### src/cooling_fan_pump_gear_control_assert.svh
// Assertion macros for the cooling fan and pump gear control block.
`ifndef COOLING_FAN_PUMP_GEAR_CONTROL_ASSERT_SVH
`define COOLING_FAN_PUMP_GEAR_CONTROL_ASSERT_SVH

`ifndef SYNTHESIS
// Checked only outside reset.
`define CFPG_ASSERT(lbl, prop) \
  lbl: assert property (@(posedge clk) disable iff (!rst_n) prop) \
    else $error("cfpg assertion failed");
// Checked at every edge, reset included.
`define CFPG_ASSERT_ALWAYS(lbl, prop) \
  lbl: assert property (@(posedge clk) prop) \
    else $error("cfpg assertion failed");
`else
`define CFPG_ASSERT(lbl, prop)
`define CFPG_ASSERT_ALWAYS(lbl, prop)
`endif

`endif

### src/cfpg_pkg.sv
// Shared constants, types and helpers for the cooling fan and pump gear control.
package cfpg_pkg;

  localparam int GEAR_COUNT = 4;
  localparam int GEAR_W = (GEAR_COUNT > 1) ? $clog2(GEAR_COUNT) : 1;
  localparam int BYTES_PER_WORD = 4;

  localparam logic [7:0] RAW_INVALID_FROM = 8'd220;
  localparam logic [8:0] TEMP_OFFSET = 9'd50;
  localparam logic [7:0] RUN_ON_STOP_RAW = 8'd100;
  localparam logic signed [9:0] HYSTERESIS = 10'sd3;

  typedef logic [2:0] reg_idx_t;
  localparam reg_idx_t REG_GEAR_TEMP_LIMITS = 3'd0;
  localparam reg_idx_t REG_FAN_GEAR_SPEEDS = 3'd1;
  localparam reg_idx_t REG_PUMP_GEAR_SPEEDS = 3'd2;
  localparam reg_idx_t REG_ACTIVE_STATE_FLOOR = 3'd3;
  localparam reg_idx_t REG_ACTIVE_STATE_CEILING = 3'd4;

  typedef logic [GEAR_W-1:0] gear_t;
  typedef logic signed [8:0] temp_t;

  // Byte idx of a gear word; bytes past the word read as zero.
  function automatic logic [7:0] byte_of(input logic [31:0] word, input int idx);
    logic [7:0] b;
    b = 8'd0;
    if (idx >= 0 && idx < BYTES_PER_WORD) begin
      b = word[8*idx +: 8];
    end
    return b;
  endfunction

endpackage

### src/cfpg_gear_sel.sv
// Gear lookup: tracked temperature against limit bytes, then fan and pump bytes.
module cfpg_gear_sel (
  input  cfpg_pkg::temp_t  trk,
  input  logic [31:0]      limits,
  input  logic [31:0]      fan_speeds,
  input  logic [31:0]      pump_speeds,
  output logic [7:0]       fan,
  output logic [7:0]       pump
);

  cfpg_pkg::gear_t sel;

  always_comb begin
    sel = cfpg_pkg::gear_t'(cfpg_pkg::GEAR_COUNT - 1);
    for (int g = cfpg_pkg::GEAR_COUNT - 2; g >= 0; g--) begin
      if ($signed({trk[8], trk}) <= $signed({2'b00, cfpg_pkg::byte_of(limits, g)})) begin
        sel = cfpg_pkg::gear_t'(g);
      end
    end
    fan  = cfpg_pkg::byte_of(fan_speeds, int'(sel));
    pump = cfpg_pkg::byte_of(pump_speeds, int'(sel));
  end

endmodule

### src/cooling_fan_pump_gear_control.sv
// Cooling fan and pump gear control: input register, update logic, result register.
// Path: an accepted input passes the input register, then the result register, where it can wait on out_ready.
// Throughput: one item per cycle while out_ready is high; the state update is one pass of compare logic.
// Input accepted while a result waits only if the input register is empty.
// Reset: synchronous, active low; clears valid flags, run-on flag, tracked temperature,
// held speeds, gear shadows and configuration (ceiling resets to 255).
module cooling_fan_pump_gear_control (
  input  logic        clk,
  input  logic        rst_n,
  input  logic        in_valid,
  output logic        in_ready,
  input  logic [7:0]  in_charger_state,
  input  logic [7:0]  in_raw_temperature,
  output logic        out_valid,
  input  logic        out_ready,
  output logic [7:0]  out_fan_pwm,
  output logic [7:0]  out_pump_pwm,
  output logic        out_cooling_on,
  input  logic        cfg_wr_en,
  input  cfpg_pkg::reg_idx_t cfg_index,
  input  logic [31:0] cfg_data
);

  `include "cooling_fan_pump_gear_control_assert.svh"

  logic [31:0] lim_r, fan_cfg_r, pump_cfg_r;
  logic [7:0]  floor_r, ceil_r;
  logic [31:0] sh_lim_r, sh_fan_r, sh_pump_r;

  logic        in_vld_r;
  logic [7:0]  st_r, raw_r;

  logic        run_on_r;
  cfpg_pkg::temp_t trk_r;
  logic [7:0]  held_fan_r, held_pump_r;

  logic        out_vld_r, on_r;
  logic [7:0]  fan_r, pump_r;

  logic        advance, fire;
  logic        in_win, raw_ok, running, big_move, run_on_nxt;
  logic [31:0] lim_eff, fan_eff, pump_eff;
  cfpg_pkg::temp_t cur, trk_nxt;
  logic signed [9:0] diff;
  logic [7:0]  gear_fan, gear_pump, held_fan_nxt, held_pump_nxt;

  assign advance  = !out_vld_r || out_ready;
  assign fire     = in_vld_r && advance;
  assign in_ready = !in_vld_r || advance;

  always_comb begin
    in_win   = (st_r > floor_r) && (st_r < ceil_r);
    lim_eff  = in_win ? lim_r : sh_lim_r;
    fan_eff  = in_win ? fan_cfg_r : sh_fan_r;
    pump_eff = in_win ? pump_cfg_r : sh_pump_r;
    running  = in_win || (run_on_r && (raw_r >= cfpg_pkg::RUN_ON_STOP_RAW));
    run_on_nxt = running;
    raw_ok   = (raw_r != 8'd0) && (raw_r < cfpg_pkg::RAW_INVALID_FROM);
    cur      = $signed({1'b0, raw_r} - cfpg_pkg::TEMP_OFFSET);
    diff     = $signed({cur[8], cur}) - $signed({trk_r[8], trk_r});
    big_move = (diff >= cfpg_pkg::HYSTERESIS) || (diff <= -cfpg_pkg::HYSTERESIS);
    trk_nxt  = (running && raw_ok && big_move) ? cur : trk_r;
  end

  cfpg_gear_sel u_gear_sel (
    .trk         (trk_nxt),
    .limits      (lim_eff),
    .fan_speeds  (fan_eff),
    .pump_speeds (pump_eff),
    .fan         (gear_fan),
    .pump        (gear_pump)
  );

  always_comb begin
    held_fan_nxt  = (running && raw_ok) ? gear_fan : held_fan_r;
    held_pump_nxt = (running && raw_ok) ? gear_pump : held_pump_r;
  end

  always_ff @(posedge clk) begin
    if (!rst_n) begin
      lim_r      <= 32'd0;
      fan_cfg_r  <= 32'd0;
      pump_cfg_r <= 32'd0;
      floor_r    <= 8'd0;
      ceil_r     <= 8'd255;
    end else if (cfg_wr_en) begin
      case (cfg_index)
        cfpg_pkg::REG_GEAR_TEMP_LIMITS:     lim_r      <= cfg_data;
        cfpg_pkg::REG_FAN_GEAR_SPEEDS:      fan_cfg_r  <= cfg_data;
        cfpg_pkg::REG_PUMP_GEAR_SPEEDS:     pump_cfg_r <= cfg_data;
        cfpg_pkg::REG_ACTIVE_STATE_FLOOR:   floor_r    <= cfg_data[7:0];
        cfpg_pkg::REG_ACTIVE_STATE_CEILING: ceil_r     <= cfg_data[7:0];
        default: ;
      endcase
    end
  end

  always_ff @(posedge clk) begin
    if (!rst_n) begin
      in_vld_r <= 1'b0;
    end else if (in_ready) begin
      in_vld_r <= in_valid;
    end
  end

  always_ff @(posedge clk) begin
    if (in_valid && in_ready) begin
      st_r  <= in_charger_state;
      raw_r <= in_raw_temperature;
    end
  end

  always_ff @(posedge clk) begin
    if (!rst_n) begin
      run_on_r    <= 1'b0;
      trk_r       <= '0;
      held_fan_r  <= 8'd0;
      held_pump_r <= 8'd0;
      sh_lim_r    <= 32'd0;
      sh_fan_r    <= 32'd0;
      sh_pump_r   <= 32'd0;
    end else if (fire) begin
      run_on_r    <= run_on_nxt;
      trk_r       <= trk_nxt;
      held_fan_r  <= held_fan_nxt;
      held_pump_r <= held_pump_nxt;
      if (in_win) begin
        sh_lim_r  <= lim_r;
        sh_fan_r  <= fan_cfg_r;
        sh_pump_r <= pump_cfg_r;
      end
    end
  end

  always_ff @(posedge clk) begin
    if (!rst_n) begin
      out_vld_r <= 1'b0;
    end else if (advance) begin
      out_vld_r <= in_vld_r;
    end
  end

  always_ff @(posedge clk) begin
    if (fire) begin
      fan_r  <= running ? held_fan_nxt : 8'd0;
      pump_r <= running ? held_pump_nxt : 8'd0;
      on_r   <= running;
    end
  end

  assign out_valid      = out_vld_r;
  assign out_fan_pwm    = fan_r;
  assign out_pump_pwm   = pump_r;
  assign out_cooling_on = on_r;

  `CFPG_ASSERT(a_off_is_zero, out_vld_r && !on_r |-> fan_r == 8'd0 && pump_r == 8'd0)
  `CFPG_ASSERT(a_result_tracks_runon, fire |=> on_r == run_on_r)
  `CFPG_ASSERT(a_fire_fills_output, fire |=> out_vld_r)
  `CFPG_ASSERT_ALWAYS(a_reset_empties, !rst_n |=> !out_vld_r && !in_vld_r && !run_on_r)

endmodule
### config.mk
export PLATFORM = sky130hd
export DESIGN_NAME = cooling_fan_pump_gear_control
export DESIGN_NICKNAME = d
export VERILOG_FILES = /design/src/cfpg_pkg.sv /design/src/cfpg_gear_sel.sv /design/src/cooling_fan_pump_gear_control.sv
export VERILOG_INCLUDE_DIRS = /design/src /design/src/src
export SDC_FILE = /design/constraint.sdc
export NUM_CORES = 1
export LEC_CHECK = 0
export BUFFER_PORTS_ARGS = -buffer_cell sky130_fd_sc_hd__buf_2
export CORE_UTILIZATION = 35
export DETAILED_ROUTE_END_ITERATION = 10
export PLACE_DENSITY = 0.58
export SYNTH_ARGS = -nofsm -noshare
export SYNTH_HDL_FRONTEND = slang
export SYNTH_SLANG_ARGS = --single-unit
### constraint.sdc
create_clock -name clk -period 11.9 [get_ports clk]
set_input_delay 1.785 -clock clk [delete_from_list [all_inputs] [get_ports clk]]
set_output_delay 1.785 -clock clk [all_outputs]
set_load 0.01 [all_outputs]
==> results.cfg <==
[worst_setup_path]
crit_chain = nor3_1 -> nand3b_1 -> xor2_1 -> ha_1 -> a211o_1 -> nor2_1 -> a21oi_1 -> a221o_1 -> or4_4 -> nand3_2 -> mux2_2 -> ha_1 -> nand3_1 -> o211a_1 -> or2_2 -> a2111oi_0 -> a311oi_1 -> nand2_1 -> o211ai_1
crit_buf_inv = 0
cp_common_cell = ha_1
critPathArrivalTime_ns = 6.80
crit_path_end_kind = flip-flop
critPathMaxFanout = 16
cp_top_family = compound AO/OA/AOI/OAI gates
cp_slowest_stage_delay_ns = 0.92
ff2ff_path_depth = 19
startpoint_type = flip-flop
crit_cells = 19
cp_slowest_cell = a2111oi_0
criticalPathCategory = flip-flop to flip-flop
cp_data_required_time_ns = 12.16

[hold_path]
min_path_type = flip-flop to flip-flop
hold_depth = 2

[sta]
fin_crit_sh = 0.549
slew-limit-headroom = 0.301
finalSetupViolCount = 0
final_max_slew_viol_count = 0
tightest_slew_ns = 1.05
skew_ns = 0.00927
hold_viol = 0
setup_tns_ns = 0
fmax_mhz = 153
rsz0062_at_grt = no
period_minus_slack_ns = 6.54

[power_and_ir_drop]
power.density_mw_per_mm2 = 161
leakage_nw = 5.61
power.total_w = 0.00237
ir_drop_uv = 110

[route]
vias = 10900
drc_errors = 0
drt_iter0_markers = 809
drt-pass1-iter-count = 5
routedWlPerCell_um = 19.2
routed_wl_mm = 38.8
via_per_inst = 5.42
drtAntennaViolNets = 0

[synth]
synth_nets = 1622
synthCells = 1516
synth_area_leaders = dfxtp_1 (34%), nand2_1 (12%), a21boi_0 (11%)
yosys_most_used_dff = dfxtp_1
syn_area_per_cell_um2 = 8.55
yosys.area.top_type = dfxtp_1
synth_cell_types = 73
yosysSeqAreaShare = 0.416
async_flop_share = 0
ys_ff_latch = 253
syn-cell-area_mm2 = 0.0130
synth_edf_count = 33
yosysWarnings = 0
synthDominantCellAreaShare = 0.340

[floorplan]
floorplan.die.height_um = 194
initial_core_util = 0.355
core_area_mm2 = 0.0365
die_w_um = 194
io-pin-count = 75
die_area_mm2 = 0.0378
rows = 70

[grt]
grt_pass1_vias = 10500
grtUsageTotal = 0.202
grt_pass1_wl_mm = 60.8
antenna_found_initial = 0
grt_max_degree = 106
gr-total-overflow = 0

[place]
dp_hpwl_mm = 25.5
placed_area_mm2 = 0.0136
placed_cells = 1963
portBuffers = 74
gp_congestion = 0.880

[finish]
register_area_mm2 = 0.00540
num_antenna_cells = 0
area_growth_pct = 13.4
final_net_count = 1633
fin_area_mm2 = 0.0147
drive_above_1_share = 0.114
multi_input_area_mm2 = 0.00701
fillerInstances = 3597
final_util = 0.403
instances_no_fill = 2019

[clock_tree]
numCtsBuffers = 30
cts_hold_buf = 0
cts_tree = yes
clock_latency_ns = 0.55
clockBufferDepth = 3
cts.sinks = 253
clkTransAtPathRegs_ns = 0.06
clockRootBuffer = clkbuf_16
cts.htree.levels = 1
postCtsSetupBuffers = 0
cts-resized-gates = 0

[run]
maxCapViolCount = 0

[outcome]
status = completed
-- final timing paths --
path	startpoint	end	slack [ns]
hold reg to reg	sh_fan_r[9]$_SDFFE_PN0P_	sh_fan_r[9]$_SDFFE_PN0P_	0.46
hold / removal	sh_fan_r[9]$_SDFFE_PN0P_	sh_fan_r[9]$_SDFFE_PN0P_	0.46
setup reg to reg	raw_r[2]$_DFFE_PP_	out_pump_pwm[2]$_SDFFCE_PN0P_	5.36
setup / recovery	raw_r[2]$_DFFE_PP_	out_pump_pwm[2]$_SDFFCE_PN0P_	5.36
-- Yosys cell counts, types with 7 or more instances --
master / n
nand2b_1: 7
a21boi_0: 182
ha_1: 49
buf_1: 7
nand3_1: 25
nor2b_1: 10
o211a_1: 28
a22oi_1: 32
and3_1: 15
o211ai_1: 25
dfxtp_1: 220
and2_1: 7
buf_2: 10
a2111oi_0: 17
a21oi_1: 16
xor2_1: 7
nor2_1: 64
edfxtp_1: 33
mux2i_1: 50
nand4b_1: 16
o21ai_0: 46
clkbuf_1: 85
nand2_1: 407
inv_1: 32
a211oi_1: 31
-- cell families (layout without fill, tap and decap cells) --
| logic type | count (synthesis) | in the layout | synth area share |
|---|---|---|---|
| muxes | 55 | 55 | 0.0430 |
| DFF | 253 | 253 | 0.416 |
| xor gates and xnor gates | 10 | 10 | 0.00676 |
| adders and majority gates | 50 | 50 | 0.0488 |
| buffers and inverters | 144 | 179 | 0.0460 |
| AOI/OAI and AO/OA | 423 | 423 | 0.245 |
| and+or+nand+nor | 581 | 581 | 0.194 |
-- through the flow --
| step | setup WS (ns) | hold WS (ns) |
|---|---|---|
| after global routing | 4.99 | 0.480 |
| final | 5.36 | 0.462 |
| after floorplan | 6.41 | 0.440 |
| after detailed placement | 5.47 | 0.456 |
| after CTS | 5.45 | 0.464 |
| after global placement | 5.57 | 0.449 |
-- cells in the final DEF (no fill, tap or decap), types with 5 or more instances in the layout --
cell | synthesis | layout
nand2_1 | 407 | 406
dfxtp_1 | 220 | 220
a21boi_0 | 182 | 182
buf_2 | 10 | 73
nor2_1 | 64 | 62
mux2i_1 | 50 | 50
ha_1 | 49 | 49
o21ai_0 | 46 | 46
clkbuf_16 | 0 | 34
edfxtp_1 | 33 | 33
inv_1 | 32 | 32
a22oi_1 | 32 | 32
a211oi_1 | 31 | 31
o211a_1 | 28 | 28
o211ai_1 | 25 | 25
nand3_1 | 25 | 25
a2111oi_0 | 17 | 17
buf_4 | 2 | 17
nand4b_1 | 16 | 16
and3_1 | 15 | 15
a21oi_1 | 16 | 15
nor2b_1 | 10 | 10
clkbuf_8 | 0 | 9
nand2b_1 | 7 | 7
xor2_1 | 7 | 7
and2_1 | 7 | 6
o21a_1 | 6 | 6
mux2_2 | 5 | 5
a311oi_1 | 5 | 5
clkinv_2 | 0 | 5
-- per-layer routing --
| layer | part of all wire | global-route usage | vias up | wire, µm |
|---|---|---|---|---|
| li1 | - | - | 5354 | - |
| met5 | 0 | 0 | - | 0 |
| met3 | 0.054 | 0.0295 | 57 | 2100 |
| met2 | 0.44 | 0.320 | 294 | 17100 |
| met4 | 0.025 | 0.0567 | 0 | 957 |
| met1 | 0.48 | 0.285 | 5228 | 18600 |
-- flip-flops by register name (all words and copies together), names as in the netlist, 8 cells and up --
register,flops
raw_r,8
floor_r,8
sh_fan_r,32
ceil_r,8
trk_r,9
lim_r,24
st_r,8
out_pump_pwm,8
out_fan_pwm,8
sh_lim_r,24
sh_pump_r,32
held_pump_r,8
held_fan_r,8
pump_cfg_r,32
fan_cfg_r,32
-- tightest hold or removal path, cell delays in order, from the launching register on --
cell      delay (ns)
dfxtp_1         0.30
nand2_1         0.05
a21boi_0        0.06
-- report_power, final --
| part | switching (W) | internal (W) | total (W) |
|---|---|---|---|
| Clock | 0.000373 | 0.000612 | 0.000985 |
| Sequential | 0.0000172 | 0.000899 | 0.000916 |
| Combinational | 0.000315 | 0.000157 | 0.000472 |
| Total | 0.000705 | 0.00167 | 0.00237 |
-- cell type report --
type	instances	share of cell area
Inverter	33	0.00842
Sequential cell	253	0.367
Clock buffer	46	0.0670
Timing Repair Buffer	90	0.0335
Multi-Input combinational cell	1119	0.477
Clock inverter	10	0.00732
Tap cell	468	0.0398
No activity file was read; power rests on OpenSTA's default activity.
